**src/sv/izs_pkg.sv**
```systemverilog
// Shared types, constants and helpers for the irrigation zone sequencer.
package izs_pkg;

   localparam int ZONES     = 8;
   localparam int ZONE_W    = (ZONES > 1) ? $clog2(ZONES) : 1;
   localparam int ZIDX_W    = $clog2(ZONES + 1);
   localparam int MASK_W    = (ZONES > 8) ? ZONES : 8;
   localparam int TICK_W    = 24;
   localparam int MIN_W     = 5;
   localparam int CSR_IDX_W = 2;

   localparam logic [TICK_W-1:0] ON_SETTLE_RST  = TICK_W'(300);
   localparam logic [TICK_W-1:0] OFF_SETTLE_RST = TICK_W'(300);
   localparam logic [TICK_W-1:0] TPM_RST        = TICK_W'(6000);

   typedef enum logic [2:0] {
      ACT_TICK    = 3'd0,
      ACT_PRESS   = 3'd1,
      ACT_START   = 3'd2,
      ACT_STOP    = 3'd3,
      ACT_RESTART = 3'd4
   } action_type;

   typedef enum logic [2:0] {
      PH_FINISHED   = 3'd0,
      PH_UI         = 3'd1,
      PH_SETTLE_ON  = 3'd2,
      PH_ON         = 3'd3,
      PH_SETTLE_OFF = 3'd4
   } phase_type;

   typedef enum logic [CSR_IDX_W-1:0] {
      CSR_ON_SETTLE     = 2'd0,
      CSR_OFF_SETTLE    = 2'd1,
      CSR_TICKS_PER_MIN = 2'd2
   } csr_index_type;

   typedef enum logic [2:0] {
      ST_IDLE,
      ST_EXEC,
      ST_PRESS,
      ST_SCAN,
      ST_DONE
   } state_type;

   typedef struct packed {
      logic [TICK_W-1:0] on_settle;
      logic [TICK_W-1:0] off_settle;
      logic [TICK_W-1:0] ticks_per_min;
   } cfg_type;

   typedef struct packed {
      phase_type        phase;
      logic             zone_valid;
      logic [2:0]       current_zone;
      logic [MIN_W-1:0] zone_minutes;
      logic [MIN_W-1:0] remaining_minutes;
      logic [7:0]       relay_mask;
      logic             modified;
      logic             running;
   } rsp_type;

   // time ladder 1,2,3,4,5,7,10,13,16,20,25,30,0
   function automatic logic [MIN_W-1:0] next_time(input logic [MIN_W-1:0] v);
      logic [MIN_W-1:0] r;
      if (v < MIN_W'(5))       r = v + MIN_W'(1);
      else if (v < MIN_W'(7))  r = v + MIN_W'(2);
      else if (v < MIN_W'(16)) r = v + MIN_W'(3);
      else if (v < MIN_W'(20)) r = v + MIN_W'(4);
      else if (v < MIN_W'(30)) r = v + MIN_W'(5);
      else                     r = '0;
      return r;
   endfunction

endpackage

```
**src/sv/izs_ram.sv**
```systemverilog
// Generic single-port-write, registered-read RAM.
module izs_ram #(
   parameter int WIDTH  = 8,
   parameter int DEPTH  = 8,
   parameter int ADDR_W = 3
) (
   input  logic              clock,
   input  logic              wr_en,
   input  logic [ADDR_W-1:0] wr_addr,
   input  logic [WIDTH-1:0]  wr_data,
   input  logic [ADDR_W-1:0] rd_addr,
   output logic [WIDTH-1:0]  rd_data
);

   logic [WIDTH-1:0] mem_ff [DEPTH];
   logic [WIDTH-1:0] rd_data_ff;

   always_ff @(posedge clock) begin
      if (wr_en) begin
         mem_ff[wr_addr] <= wr_data;
      end
      rd_data_ff <= mem_ff[rd_addr];
   end

   assign rd_data = rd_data_ff;

endmodule

```
**src/sv/izs_csr.sv**
```systemverilog
// Configuration registers: settle delays and minute length.
module izs_csr (
   input  logic                             clock,
   input  logic                             reset,
   input  logic                             csr_we,
   input  logic [izs_pkg::CSR_IDX_W-1:0]    csr_index,
   input  logic [izs_pkg::TICK_W-1:0]       csr_wdata,
   output izs_pkg::cfg_type                 cfg
);
   import izs_pkg::*;

   cfg_type cfg_ff, cfg_in;

   always_comb begin
      cfg_in = cfg_ff;
      if (csr_we) begin
         case (csr_index)
            CSR_ON_SETTLE:     cfg_in.on_settle     = csr_wdata;
            CSR_OFF_SETTLE:    cfg_in.off_settle    = csr_wdata;
            CSR_TICKS_PER_MIN: cfg_in.ticks_per_min = csr_wdata;
            default: ;
         endcase
      end
   end

   always_ff @(posedge clock) begin
      if (reset) begin
         cfg_ff.on_settle     <= ON_SETTLE_RST;
         cfg_ff.off_settle    <= OFF_SETTLE_RST;
         cfg_ff.ticks_per_min <= TPM_RST;
      end else begin
         cfg_ff <= cfg_in;
      end
   end

   assign cfg = cfg_ff;

endmodule

```
**src/sv/izs_seq.sv**
```systemverilog
// Event sequencer: zone selection, run phases and minutes-table read-modify-write.
module izs_seq (
   input  logic                           clock,
   input  logic                           reset,
   input  logic                           req_valid,
   output logic                           req_stall,
   input  logic [2:0]                     req_action,
   input  logic [2:0]                     req_zone,
   input  izs_pkg::cfg_type               cfg,
   output logic                           ram_wr_en,
   output logic [izs_pkg::ZONE_W-1:0]     ram_wr_addr,
   output logic [izs_pkg::MIN_W-1:0]      ram_wr_data,
   output logic [izs_pkg::ZONE_W-1:0]     ram_rd_addr,
   input  logic [izs_pkg::MIN_W-1:0]      ram_rd_data,
   output logic                           rsp_valid,
   input  logic                           rsp_stall,
   output izs_pkg::rsp_type               rsp
);
   import izs_pkg::*;

   state_type         state_ff, state_in;
   logic [2:0]        act_ff, act_in;
   logic [2:0]        zin_ff, zin_in;
   phase_type         phase_ff, phase_in;
   logic              zsel_ff, zsel_in;
   logic [ZONE_W-1:0] zone_ff, zone_in;
   logic              edited_ff, edited_in;
   logic [ZONES-1:0]  relay_ff, relay_in;
   logic [TICK_W-1:0] tick_ff, tick_in;
   logic [MIN_W-1:0]  min_ff, min_in;
   logic [MIN_W-1:0]  cur_ff, cur_in;     // copy of the table entry of the selected zone
   logic [ZONES-1:0]  wv_ff, wv_in;       // entry written since reset
   logic [ZIDX_W-1:0] idx_ff, idx_in;
   logic              restart_ff, restart_in;
   logic              rsp_valid_ff, rsp_valid_in;
   rsp_type           rsp_ff, rsp_in;

   logic              accept;
   logic              zin_ok;
   logic [ZONE_W-1:0] zin_z;
   logic [ZONE_W-1:0] pick;
   logic [TICK_W-1:0] tpm_eff;
   logic [TICK_W-1:0] tick_sat;
   logic [TICK_W:0]   on_t25;
   logic              on_roll;
   logic [TICK_W-1:0] on_tick;
   logic [MIN_W-1:0]  on_min;
   logic              on_end;
   logic [ZIDX_W-1:0] seek_start;
   logic [ZIDX_W-1:0] idx_next;
   logic [MIN_W-1:0]  scan_val;
   logic [MIN_W-1:0]  press_val;
   logic [MIN_W-1:0]  nt_val;
   logic [MIN_W-1:0]  out_mins;
   logic [MIN_W-1:0]  out_rem;
   logic [MASK_W-1:0] relay_wide;

   assign accept     = req_valid && !req_stall;
   assign req_stall  = (state_ff != ST_IDLE);
   assign zin_ok     = (int'(zin_ff) < ZONES);
   assign zin_z      = ZONE_W'(zin_ff);
   assign pick       = zin_ok ? zin_z : '0;
   assign tpm_eff    = (cfg.ticks_per_min == '0) ? TICK_W'(1) : cfg.ticks_per_min;
   assign tick_sat   = (&tick_ff) ? tick_ff : tick_ff + TICK_W'(1);

   // on phase: advance tick, roll into minutes, check for end of watering
   assign on_t25  = {1'b0, tick_ff} + (TICK_W+1)'(1);
   assign on_roll = (on_t25 >= {1'b0, tpm_eff});
   assign on_tick = on_roll ? '0 : on_t25[TICK_W-1:0];
   assign on_min  = (on_roll && !(&min_ff)) ? min_ff + MIN_W'(1) : min_ff;
   assign on_end  = (on_min > cur_ff) || ((on_min == cur_ff) && (on_tick != '0));

   assign seek_start = ZIDX_W'(zone_ff) + ZIDX_W'(1);
   assign idx_next   = idx_ff + ZIDX_W'(1);
   assign scan_val   = wv_ff[idx_ff[ZONE_W-1:0]] ? ram_rd_data : '0;
   assign press_val  = wv_ff[zone_ff] ? ram_rd_data : '0;
   assign nt_val     = next_time(cur_ff);

   assign out_mins   = zsel_ff ? cur_ff : '0;
   assign out_rem    = (phase_ff != PH_ON) ? out_mins :
                       (min_ff < out_mins) ? out_mins - min_ff : '0;
   assign relay_wide = MASK_W'(relay_ff);

   always_comb begin
      state_in     = state_ff;
      act_in       = act_ff;
      zin_in       = zin_ff;
      phase_in     = phase_ff;
      zsel_in      = zsel_ff;
      zone_in      = zone_ff;
      edited_in    = edited_ff;
      relay_in     = relay_ff;
      tick_in      = tick_ff;
      min_in       = min_ff;
      cur_in       = cur_ff;
      idx_in       = idx_ff;
      restart_in   = restart_ff;
      rsp_in       = rsp_ff;
      rsp_valid_in = rsp_valid_ff && rsp_stall;
      ram_wr_en    = 1'b0;
      ram_wr_addr  = zone_ff;
      ram_wr_data  = '0;
      ram_rd_addr  = zone_ff;

      case (state_ff)
         ST_IDLE: begin
            if (accept) begin
               act_in   = req_action;
               zin_in   = req_zone;
               state_in = ST_EXEC;
            end
         end

         ST_EXEC: begin
            state_in = ST_DONE;
            case (act_ff)
               ACT_TICK: begin
                  if (zsel_ff) begin
                     case (phase_ff)
                        PH_SETTLE_ON: begin
                           if (tick_sat > cfg.on_settle) begin
                              relay_in[zone_ff] = 1'b1;
                              tick_in           = '0;
                              min_in            = '0;
                              phase_in          = PH_ON;
                           end else begin
                              tick_in = tick_sat;
                           end
                        end
                        PH_ON: begin
                           tick_in = on_tick;
                           min_in  = on_min;
                           if (on_end) begin
                              relay_in[zone_ff] = 1'b0;
                              ram_wr_en         = 1'b1;
                              ram_wr_data       = '0;
                              cur_in            = '0;
                              tick_in           = '0;
                              min_in            = '0;
                              phase_in          = PH_SETTLE_OFF;
                           end
                        end
                        PH_SETTLE_OFF: begin
                           if (tick_sat > cfg.off_settle) begin
                              tick_in = '0;
                              min_in  = '0;
                              if (seek_start == ZIDX_W'(ZONES)) begin
                                 phase_in = PH_FINISHED;
                                 zsel_in  = 1'b0;
                                 zone_in  = '0;
                              end else begin
                                 idx_in      = seek_start;
                                 ram_rd_addr = seek_start[ZONE_W-1:0];
                                 restart_in  = 1'b0;
                                 state_in    = ST_SCAN;
                              end
                           end else begin
                              tick_in = tick_sat;
                           end
                        end
                        default: ;
                     endcase
                  end
               end

               ACT_PRESS: begin
                  if (zin_ok) begin
                     phase_in = PH_UI;
                     tick_in  = '0;
                     min_in   = '0;
                     if (!zsel_ff || (zone_ff != zin_z)) begin
                        zone_in     = zin_z;
                        zsel_in     = 1'b1;
                        ram_rd_addr = zin_z;
                        state_in    = ST_PRESS;
                     end else begin
                        edited_in   = 1'b1;
                        ram_wr_en   = 1'b1;
                        ram_wr_data = nt_val;
                        cur_in      = nt_val;
                     end
                  end
               end

               ACT_START, ACT_RESTART: begin
                  tick_in     = '0;
                  min_in      = '0;
                  idx_in      = '0;
                  ram_rd_addr = '0;
                  restart_in  = (act_ff == ACT_RESTART);
                  state_in    = ST_SCAN;
               end

               ACT_STOP: begin
                  phase_in = PH_FINISHED;
                  zsel_in  = 1'b0;
                  zone_in  = '0;
                  tick_in  = '0;
                  min_in   = '0;
               end

               default: ;
            endcase
         end

         ST_PRESS: begin
            // newly selected zone: an empty time becomes one minute
            if (press_val == '0) begin
               ram_wr_en   = 1'b1;
               ram_wr_data = MIN_W'(1);
               edited_in   = 1'b1;
               cur_in      = MIN_W'(1);
            end else begin
               cur_in = press_val;
            end
            state_in = ST_DONE;
         end

         ST_SCAN: begin
            ram_rd_addr = idx_next[ZONE_W-1:0];
            if (scan_val != '0) begin
               zone_in = idx_ff[ZONE_W-1:0];
               zsel_in = 1'b1;
               cur_in  = scan_val;
               if (restart_ff) begin
                  phase_in  = PH_UI;
                  edited_in = 1'b0;
                  relay_in  = '0;
               end else begin
                  phase_in = PH_SETTLE_ON;
               end
               state_in = ST_DONE;
            end else if (idx_ff == ZIDX_W'(ZONES - 1)) begin
               if (restart_ff) begin
                  // nothing programmed: take the given zone (zone 0 if out of range) with one minute
                  ram_wr_en   = 1'b1;
                  ram_wr_addr = pick;
                  ram_wr_data = MIN_W'(1);
                  zone_in     = pick;
                  zsel_in     = 1'b1;
                  cur_in      = MIN_W'(1);
                  edited_in   = 1'b0;
                  relay_in    = '0;
                  phase_in    = PH_UI;
               end else begin
                  phase_in = PH_FINISHED;
                  zsel_in  = 1'b0;
                  zone_in  = '0;
               end
               state_in = ST_DONE;
            end else begin
               idx_in = idx_next;
            end
         end

         ST_DONE: begin
            if (!rsp_valid_ff || !rsp_stall) begin
               rsp_valid_in             = 1'b1;
               rsp_in.phase             = phase_ff;
               rsp_in.zone_valid        = zsel_ff;
               rsp_in.current_zone      = zsel_ff ? 3'(zone_ff) : 3'd0;
               rsp_in.zone_minutes      = out_mins;
               rsp_in.remaining_minutes = zsel_ff ? out_rem : '0;
               rsp_in.relay_mask        = relay_wide[7:0];
               rsp_in.modified          = edited_ff;
               rsp_in.running           = (phase_ff != PH_FINISHED);
               state_in                 = ST_IDLE;
            end
         end

         default: state_in = ST_IDLE;
      endcase

      wv_in = wv_ff;
      if (ram_wr_en) begin
         wv_in[ram_wr_addr] = 1'b1;
      end
   end

   always_ff @(posedge clock) begin
      if (reset) begin
         state_ff     <= ST_IDLE;
         phase_ff     <= PH_FINISHED;
         zsel_ff      <= 1'b0;
         zone_ff      <= '0;
         edited_ff    <= 1'b0;
         relay_ff     <= '0;
         tick_ff      <= '0;
         min_ff       <= '0;
         wv_ff        <= '0;
         rsp_valid_ff <= 1'b0;
      end else begin
         state_ff     <= state_in;
         phase_ff     <= phase_in;
         zsel_ff      <= zsel_in;
         zone_ff      <= zone_in;
         edited_ff    <= edited_in;
         relay_ff     <= relay_in;
         tick_ff      <= tick_in;
         min_ff       <= min_in;
         wv_ff        <= wv_in;
         rsp_valid_ff <= rsp_valid_in;
      end
   end

   always_ff @(posedge clock) begin
      act_ff     <= act_in;
      zin_ff     <= zin_in;
      cur_ff     <= cur_in;
      idx_ff     <= idx_in;
      restart_ff <= restart_in;
      rsp_ff     <= rsp_in;
   end

   assign rsp_valid = rsp_valid_ff;
   assign rsp       = rsp_ff;

endmodule

```
**src/sv/irrigation_zone_sequencer.sv**
```systemverilog
// Irrigation zone sequencer top level.
// A transfer enters the execute state; the done state registers the result once the
// output is not stalled. A press on a new zone adds the press state; start, restart
// and zone advance add one scan step per minutes-table entry (up to ZONES), one RAM
// read per cycle. One item at a time: the next transfer is taken the cycle after the
// result is registered. Reset is synchronous and clears control state, not data regs.
module irrigation_zone_sequencer (
   input  logic                          clock,
   input  logic                          reset,
   input  logic                          req_valid,
   output logic                          req_stall,
   input  logic [2:0]                    req_action,
   input  logic [2:0]                    req_zone,
   output logic                          rsp_valid,
   input  logic                          rsp_stall,
   output logic [2:0]                    rsp_phase,
   output logic                          rsp_zone_valid,
   output logic [2:0]                    rsp_current_zone,
   output logic [4:0]                    rsp_zone_minutes,
   output logic [4:0]                    rsp_remaining_minutes,
   output logic [7:0]                    rsp_relay_mask,
   output logic                          rsp_modified,
   output logic                          rsp_running,
   input  logic                          csr_we,
   input  logic [izs_pkg::CSR_IDX_W-1:0] csr_index,
   input  logic [izs_pkg::TICK_W-1:0]    csr_wdata
);
   import izs_pkg::*;

   cfg_type           cfg;
   rsp_type           rsp;
   logic              ram_wr_en;
   logic [ZONE_W-1:0] ram_wr_addr;
   logic [MIN_W-1:0]  ram_wr_data;
   logic [ZONE_W-1:0] ram_rd_addr;
   logic [MIN_W-1:0]  ram_rd_data;

   izs_csr u_csr (
      .clock     (clock),
      .reset     (reset),
      .csr_we    (csr_we),
      .csr_index (csr_index),
      .csr_wdata (csr_wdata),
      .cfg       (cfg)
   );

   izs_ram #(
      .WIDTH  (MIN_W),
      .DEPTH  (ZONES),
      .ADDR_W (ZONE_W)
   ) u_minutes_ram (
      .clock   (clock),
      .wr_en   (ram_wr_en),
      .wr_addr (ram_wr_addr),
      .wr_data (ram_wr_data),
      .rd_addr (ram_rd_addr),
      .rd_data (ram_rd_data)
   );

   izs_seq u_seq (
      .clock       (clock),
      .reset       (reset),
      .req_valid   (req_valid),
      .req_stall   (req_stall),
      .req_action  (req_action),
      .req_zone    (req_zone),
      .cfg         (cfg),
      .ram_wr_en   (ram_wr_en),
      .ram_wr_addr (ram_wr_addr),
      .ram_wr_data (ram_wr_data),
      .ram_rd_addr (ram_rd_addr),
      .ram_rd_data (ram_rd_data),
      .rsp_valid   (rsp_valid),
      .rsp_stall   (rsp_stall),
      .rsp         (rsp)
   );

   assign rsp_phase             = rsp.phase;
   assign rsp_zone_valid        = rsp.zone_valid;
   assign rsp_current_zone      = rsp.current_zone;
   assign rsp_zone_minutes      = rsp.zone_minutes;
   assign rsp_remaining_minutes = rsp.remaining_minutes;
   assign rsp_relay_mask        = rsp.relay_mask;
   assign rsp_modified          = rsp.modified;
   assign rsp_running           = rsp.running;

endmodule

```
**config.mk**
```make
export PLATFORM = sky130hd
export DESIGN_NAME = irrigation_zone_sequencer
export DESIGN_NICKNAME = d
export VERILOG_FILES = /design/src/sv/izs_pkg.sv /design/src/sv/izs_ram.sv /design/src/sv/izs_csr.sv /design/src/sv/izs_seq.sv /design/src/sv/irrigation_zone_sequencer.sv
export SDC_FILE = /design/constraint.sdc
export NUM_CORES = 1
export LEC_CHECK = 0
export ABC_AREA = 1
export CAP_MARGIN = 30
export CORE_ASPECT_RATIO = 0.7
export CORE_UTILIZATION = 55
export CTS_CLUSTER_DIAMETER = 80
export CTS_CLUSTER_SIZE = 40
export DETAILED_ROUTE_END_ITERATION = 16
export DONT_BUFFER_PORTS = 1
export PLACE_DENSITY = 0.7
export SKIP_CTS_REPAIR_TIMING = 1
export SLEW_MARGIN = 5
export SYNTH_ARGS = -nofsm -noshare
export SYNTH_HDL_FRONTEND = slang
export SYNTH_SLANG_ARGS = --single-unit
```
**constraint.sdc**
```tcl
create_clock -name clock -period 4.8 [get_ports clock]
set_clock_uncertainty 0.1 [all_clocks]
set_input_delay 0.48 -clock clock [delete_from_list [all_inputs] [get_ports clock]]
set_output_delay 0.48 -clock clock [all_outputs]
set_load 0.01 [all_outputs]
```
# == Word-level counts from Yosys, hierarchy flattened ==
# Memory sizes are Yosys's and may differ from the RTL's. A register that Yosys moved wholly into a read port is not among the register bits.
# Cells that the tools add are included.
# op_classes
mul,0
n_shift,0
magnitude_cmp,15
mux,144
bitwise,4
div_mod_pow,0
addsub,11
reduce_logical,47
eq_ne,56
# op_table
operator,n
$mux 24,7
$mux 5,27
$mux 3,30
$pmux 24 s3,1
$mux 8,7
$gt 24x24->1,2
$pmux 24 s2,1
$pmux 3 s3,5
$pmux 5 s3,3
$mux 1,36
$ne 3x2->1 const B,11
$pmux 8 s2,2
$add 24x1->25 const B,1
$ge 25x24->1,1
$add 24x1->24 const B,1
$logic_not 24->1,1
$mux 4,6
$ne 4x3->1 const B,6
$reduce_and 24->1,1
$reduce_bool 24->1,1
$pmux 5 s2,2
$eq 3x2->1 const B,6
$ne 3x3->1 const B,6
$pmux 3 s2,3
other kinds (53),110
# word_totals
elab_cells,304
romBits,0
regBits,172
output_inout_bits,29
memories,1
mem_bits_rw,40
latch_bits,0
in_bits,37
# memory_table
name,words,word_bits,read_ports,rd_clocked_by_memory_dff,wr,line,text
u_minutes_ram.mem_ff,8,5,1,1,1,izs_ram.sv:15,logic [WIDTH-1:0] mem_ff [DEPTH];

# == Logic depth before layout (Yosys ltp) ==
# logic_depth
ltp_word,15
depth_mapped,38
depth_no_buf,37

# == Cells and area by module ==
# From an unflattened synthesis, not the netlist that was laid out.
# hier_totals
hier_cells,2070
hier_area_um2,14330.0
# modules_own_cells
module,area_each_um2,instances,seq_area_each_um2,cells_each
izs_seq,9409.0,1,2432.3,1438
izs_csr,3007.9,1,1441.4,437
izs_ram,1913.1,1,1301.2,195

# == Least setup slack after synthesis ==
# Ideal clock, no wire load.
# synth_timing
path_kind,register -> register
from,register u_seq.tick_ff[1]
to,memory u_minutes_ram.mem_ff[0][0] in the netlist's numbering (enable)
arrival_time_ns,4.337
n_path_buf,1
path_stages_with_launch,37
required_ns,4.391
slack_ns,0.054
period_less_slack_ns,4.746
setup_time_ns,0.309
cell_sequence,dfxtp_1 -> ha_1 -> nand3_2 -> nor2_4 -> nand2_2 -> nor2_2 -> nand2_1 -> nor3_2 -> xor2_1 -> inv_1 -> ha_1 -> nand2_1 -> nor3_2 -> nand3_1 -> nand2_1 -> o21ai_0 -> buf_2 -> nand3_2 -> nand2_1 -> inv_1 -> nand4_1 -> xor2_1 -> inv_1 -> ha_1 -> and3_1 -> and3_1 -> nand2_1 -> inv_1 -> nand3_1 -> nor2_2 -> nand2_4 -> nand3_1 -> nand2_1 -> nand2_1 -> nand2_2 -> nand2_1 -> inv_1
# synth_between
elab_chain_len,14
elab_cells_between_ends,17
cone_classes,1 x add/sub; 2 x order compare; 1 x eq/ne; 9 x mux; 4 x reduce/logical
# synth_rtl
item,line,text
from (decl),izs_seq.sv:29,"logic [TICK_W-1:0] tick_ff, tick_in;"
from (signal assigned),izs_seq.sv:299,tick_ff <= tick_in;
$add 24x1->25 *,izs_seq.sv:67,"assign on_t25 = {1'b0, tick_ff} + (TICK_W+1)'(1);"
"parallel branches: the longest is 5 deep, another holds $ge 25x24->1",n/a,
$logic_or 1x1->1 *,izs_seq.sv:71,assign on_end = (on_min > cur_ff) || ((on_min == cur_ff) && (on_tick != '0));
$mux 1 *,izs_seq.sv:133,if (on_end) begin
$mux 1 *,izs_seq.sv:119,case (phase_ff)
$mux 1 *,izs_seq.sv:118,if (zsel_ff) begin
$pmux 1 s2 *,izs_seq.sv:116,case (act_ff)
$pmux 1 s3 *,izs_seq.sv:105,case (state_ff)
$mux 1 *,izs_ram.sv:19,if (wr_en) begin
$mux 1 (not written as such) *,izs_ram.sv:20,mem_ff[wr_addr] <= wr_data;
to (decl),izs_ram.sv:15,
# Mark *: on every way between the ends.

# == Worst setup path after layout ==
# layout_timing
from,register u_seq.tick_ff[1]
to,register u_seq.tick_ff[2]
# layout_between
elab_chain_len,11
elab_cells_between_ends,21
cone_classes,2 x add/sub; 4 x order compare; 1 x eq/ne; 9 x mux; 5 x reduce/logical
# layout_rtl
item,line
"parallel branches: the longest is 8 deep, another holds $add 24x1->25",n/a
$pmux 24 s3 *,izs_seq.sv:119
$mux 24 *,izs_seq.sv:118
$pmux 24 s2 *,izs_seq.sv:116
# Mark *: on every way between the ends. The select of a mux whose other input is x is not followed.
# A chain may end at the register's enable or synchronous reset.

==> results.txt <==
----------------------------------------------------
[Clock tree]
  Maximum clock path buffer count ... 3
  # clock sinks ... 217
  Number of buffers inserted during clock tree synthesis ... 11
  Clock insertion delay at the later pin of the skew report ... 0.50 ns
  Maximum level of the CTS H-tree ... 1
  Clock transition at the registers of the reported paths ... 0.13 ns
  Clock tree from TritonCTS ... yes
  Root cell of the clock tree ... clkbuf_16

[Final layout]
  Most used cells in the layout excluding fill and tap cells ... nand2_1, inv_1, nor2_1, a21oi_1, buf_4
  Post-layout utilization of the core ... 0.666
  Proportion of layout cells with a drive suffix above 1 ... 0.161
  Total number of nets in the final design ... 2136
  Synth-to-Final Area Change ... 16.9%
  Final cell area excluding filler cells ... 16000 sq um
  Fillers ... 2117
  Most common cell after layout, fill and taps aside ... nand2_1
  Antenna cell count ... 0

[Synthesis]
  Library cell with the largest summed area after synthesis ... dfxtp_1
  Number of synthesized flops with an enable pin ... 83
  Synth Area in Compound Gates ... 0.146
  Synth top area share ... 0.196
  Synth warn ... 0
  Post-synth cell types ... 56
  Post-synth ARST share ... 0
  Share of synthesized area spent on multiplexers ... 0
  XOR/XNOR Fraction of Synth Area ... 0.0159
  Post-synth top flop ... dfxtp_1
  Synthesized instance count ... 1901
  Synthesized-area fraction occupied by adder cells ... 0.0873
  Main combinational cell family by area after synthesis ... simple AND/OR/NAND/NOR gates
  Post-synthesis cell area ... 13700 sq um
  Post-synth net total ... 2033
  Leading cell types by total area after synthesis ... dfxtp_1, edfxtp_1, nand2_1
  Synthesized area per cell ... 7.21 sq um
  Number of synthesized register bits ... roughly 220
  Sequential cell area fraction in the yosys report ... 0.378
  Simple-Gate Fraction of Synth Area ... 0.269

[Floorplan]
  Area of the core ... 24100 sq um
  Number of rows in the core area ... 47
  Starting Density ... 0.570
  Ports ... 66
  Die Span Y ... 134 microns
  Die area ... ~26000 sq um
  Width of the chip ... 191 microns

[Worst setup path]
  Kind of end point of the critical path ... register
  Arrival time at the worst endpoint ... 5.37 ns
  Req. time, crit path ... 5.11 ns
  Worst setup path start ... u_seq.tick_ff[1]
  Startpoint Class ... register
  Origin of the critical flop-to-flop path ... u_seq.tick_ff[1]
  Stage delay of the slowest cell on the critical path ... between 0.3 and 0.4 ns
  Critical path start-end classification ... reg2reg
  Slowest stage cell on the critical path ... dfxtp_2
  Top cell by count, worst path ... nor2_4
  Crit Path Max Fanout ... 5

[Power and ir drop]
  Sum of internal, switching and leakage power ... 4.45 mW
  Switching share of total power ... 0.349
  Part of the total power dissipated in combinational logic ... 0.258
  Clock Power Share ... 0.255
  Power per cell area ... 278 nW/um^2
  Internal power component ... 2.89 mW
  Net switching power of the design ... 1.55 mW
  Largest voltage drop on the vdd net ... roughly 0.3 mV
  Power share of the sequential group ... 0.487
  Static leakage ... ~7.4 nW

[Route]
  Detailed-route via count ... 13414
  Via-per-instance ratio ... 5.77
  Post-DR wirelength/cell ... 18.0 microns
  Wire length after detailed routing ... 41900 microns
  Number of design rule violations left after detail routing ... 0
  Pre-Repair DR Iteration Count ... 7
  Antenna-violating nets left ... 0
  Initial drt markers ... 1635

[Timing]
  Setup-failing EPs final ... 88
  Fin. max-slew vios ... 0
  Worst-case hold slack ... -0.0588 ns
  Crit share post-route ... 1.05
  Relative max-transition margin ... 0.458
  Top achievable clock speed ... 198 MHz
  Worst-margin pin slew ... 0.809 ns
  Final setup margin ... -0.258 ns
  Final hold violation count ... 25
  Time the worst path needs with I/O delays and setup ... slightly above 5 ns
  Unrepaired setup endpoints after global routing ... yes

[Global route]
  All-Layer GR Usage ... 0.322
  Number of global-route vias before repair ... 11839
  Pin count of the biggest net entering global routing ... 73
  Final global-route overflow total ... 0
  Initial antenna violation count ... 0
  First-pass GRT wire length ... 64500 microns

[Status]
  Violated checks ... hold timing, setup timing
  Result of the run ... finished with violations

[Placement]
  Hpwl dp ... 32000 microns
  Global placement routability congestion ... between 0.9 and 1
  Post-DP Area ... 14900 sq um
  Port Buf Inserts ... 0

[Flow run]
  Max cap viols ... 0

[Min path]
  Hold Startpoint ... reset
  Worst min path class ... in2reg

----------------------------------------------------
==> metrics by stage <==
| stage | instances | worst slack, ns | setup TNS, ns |
|---|---|---|---|
| finish | 2326 | -0.258 | -15.16 |
| global route | 2326 | -0.578 | -39.49 |
| CTS | 2306 | -0.313 | -22.50 |
| detailed placement | 2289 | -0.300 | -19.24 |
| global placement | 2287 | -0.170 | -9.22 |
| floorplan | 1901 | 0.0539 | 0 |
==> power by group through the flow <==
stage / Clock (mW) / Sequential [mW] / Combinational, mW
after floorplan: 0 / 2.15 / 0.748
after global placement: 0 / 2.20 / 1.01
after detailed placement: 0 / 2.20 / 1.04
after CTS: 1.15 / 2.16 / 1.04
after global routing: 1.22 / 2.18 / 1.26
final: 1.14 / 2.16 / 1.15
==> cell type report <==
class                           count  area [sq um]  share of cell area
Inverter                          297          1120              0.0697
Clock inverter                      5          85.1             0.00531
Timing Repair Buffer              158          1340              0.0837
Tap cell                          318           398              0.0248
Multi-Input combinational cell   1319          7610               0.475
Clock buffer                       12           279              0.0174
Sequential cell                   217          5190               0.324
==> cell families after synthesis <==
| family | Yosys count |
|---|---|
| AOI/OAI and AO/OA | 362 |
| xor gates and xnor gates | 24 |
| adders and majority gates | 95 |
| buffers and inverters | 365 |
| DFF | 217 |
| and+or+nand+nor | 838 |
==> registers in the layout, indices dropped and copies added (netlist names) <==
signal and cells:
u_seq.state_ff 3, u_seq.wv_ff 8, u_minutes_ram.mem_ff 40, u_seq.idx_ff 4, u_seq.restart_ff 1, u_seq.zone_ff 3
u_minutes_ram.rd_data 5, u_seq.zsel_ff 1, u_seq.edited_ff 1, u_seq.rsp 27, u_csr.cfg 72, u_seq.pick 3
u_seq.act_ff 3, u_seq.relay_ff 8, u_seq.cur_ff 5, u_seq.phase_ff 3, u_seq.tick_ff 24, u_seq.rsp_valid 1
u_seq.min_ff 5
==> metal layers <==
| metal | wire, microns | GRT usage | up-vias |
|---|---|---|---|
| met1 | 20400 | 0.525 | 6170 |
| met2 | 15800 | 0.422 | 715 |
| met5 | 0 | 0 | - |
| met3 | 5080 | 0.0788 | 63 |
| met4 | 652 | 0.0458 | 0 |
| li1 | - | - | 6466 |
==> Yosys cell counts, drive strengths merged (2+ instances only) <==
cell type  count
o21ai        127
o41ai          2
o22ai         11
nor2         175
nand2        429
o21bai         5
o2111ai        3
a21o           2
or2            7
a211oi         2
nand3b        10
o221ai         2
a21oi        165
o211ai        31
edfxtp        83
buf           14
a31oi          2
nor4           3
xor2          17
xnor2          7
inv          294
nand3        151
clkinv         3
o21a           3
nand4         28
ha            94
nor3          32
clkbuf        53
and3           2
dfxtp        134
o31ai          3
==> worst max-delay path: cells and delay by family (launching register included) <==
| family | cells | cell delay [ns] |
|---|---|---|
| flip-flops | 1 | 0.37 |
| buffers and inverters | 6 | 0.72 |
| adder cells (fa/ha/maj) | 3 | 0.73 |
| AO/OA/AOI/OAI | 1 | 0.16 |
| AND/OR/NAND/NOR | 24 | 2.53 |
| XOR/XNOR | 2 | 0.36 |
==> worst paths after layout <==
path / endpoint / slack [ns] / cells past startpoint
min reg2reg: u_seq.rsp[1] / 0.36 / 0
min: u_seq.wv_ff[3] / -0.06 / 1
max reg2reg: u_seq.tick_ff[2] / -0.26 / 36
max: u_seq.tick_ff[2] / -0.26 / 36
Power figures use the tool's default switching activity.
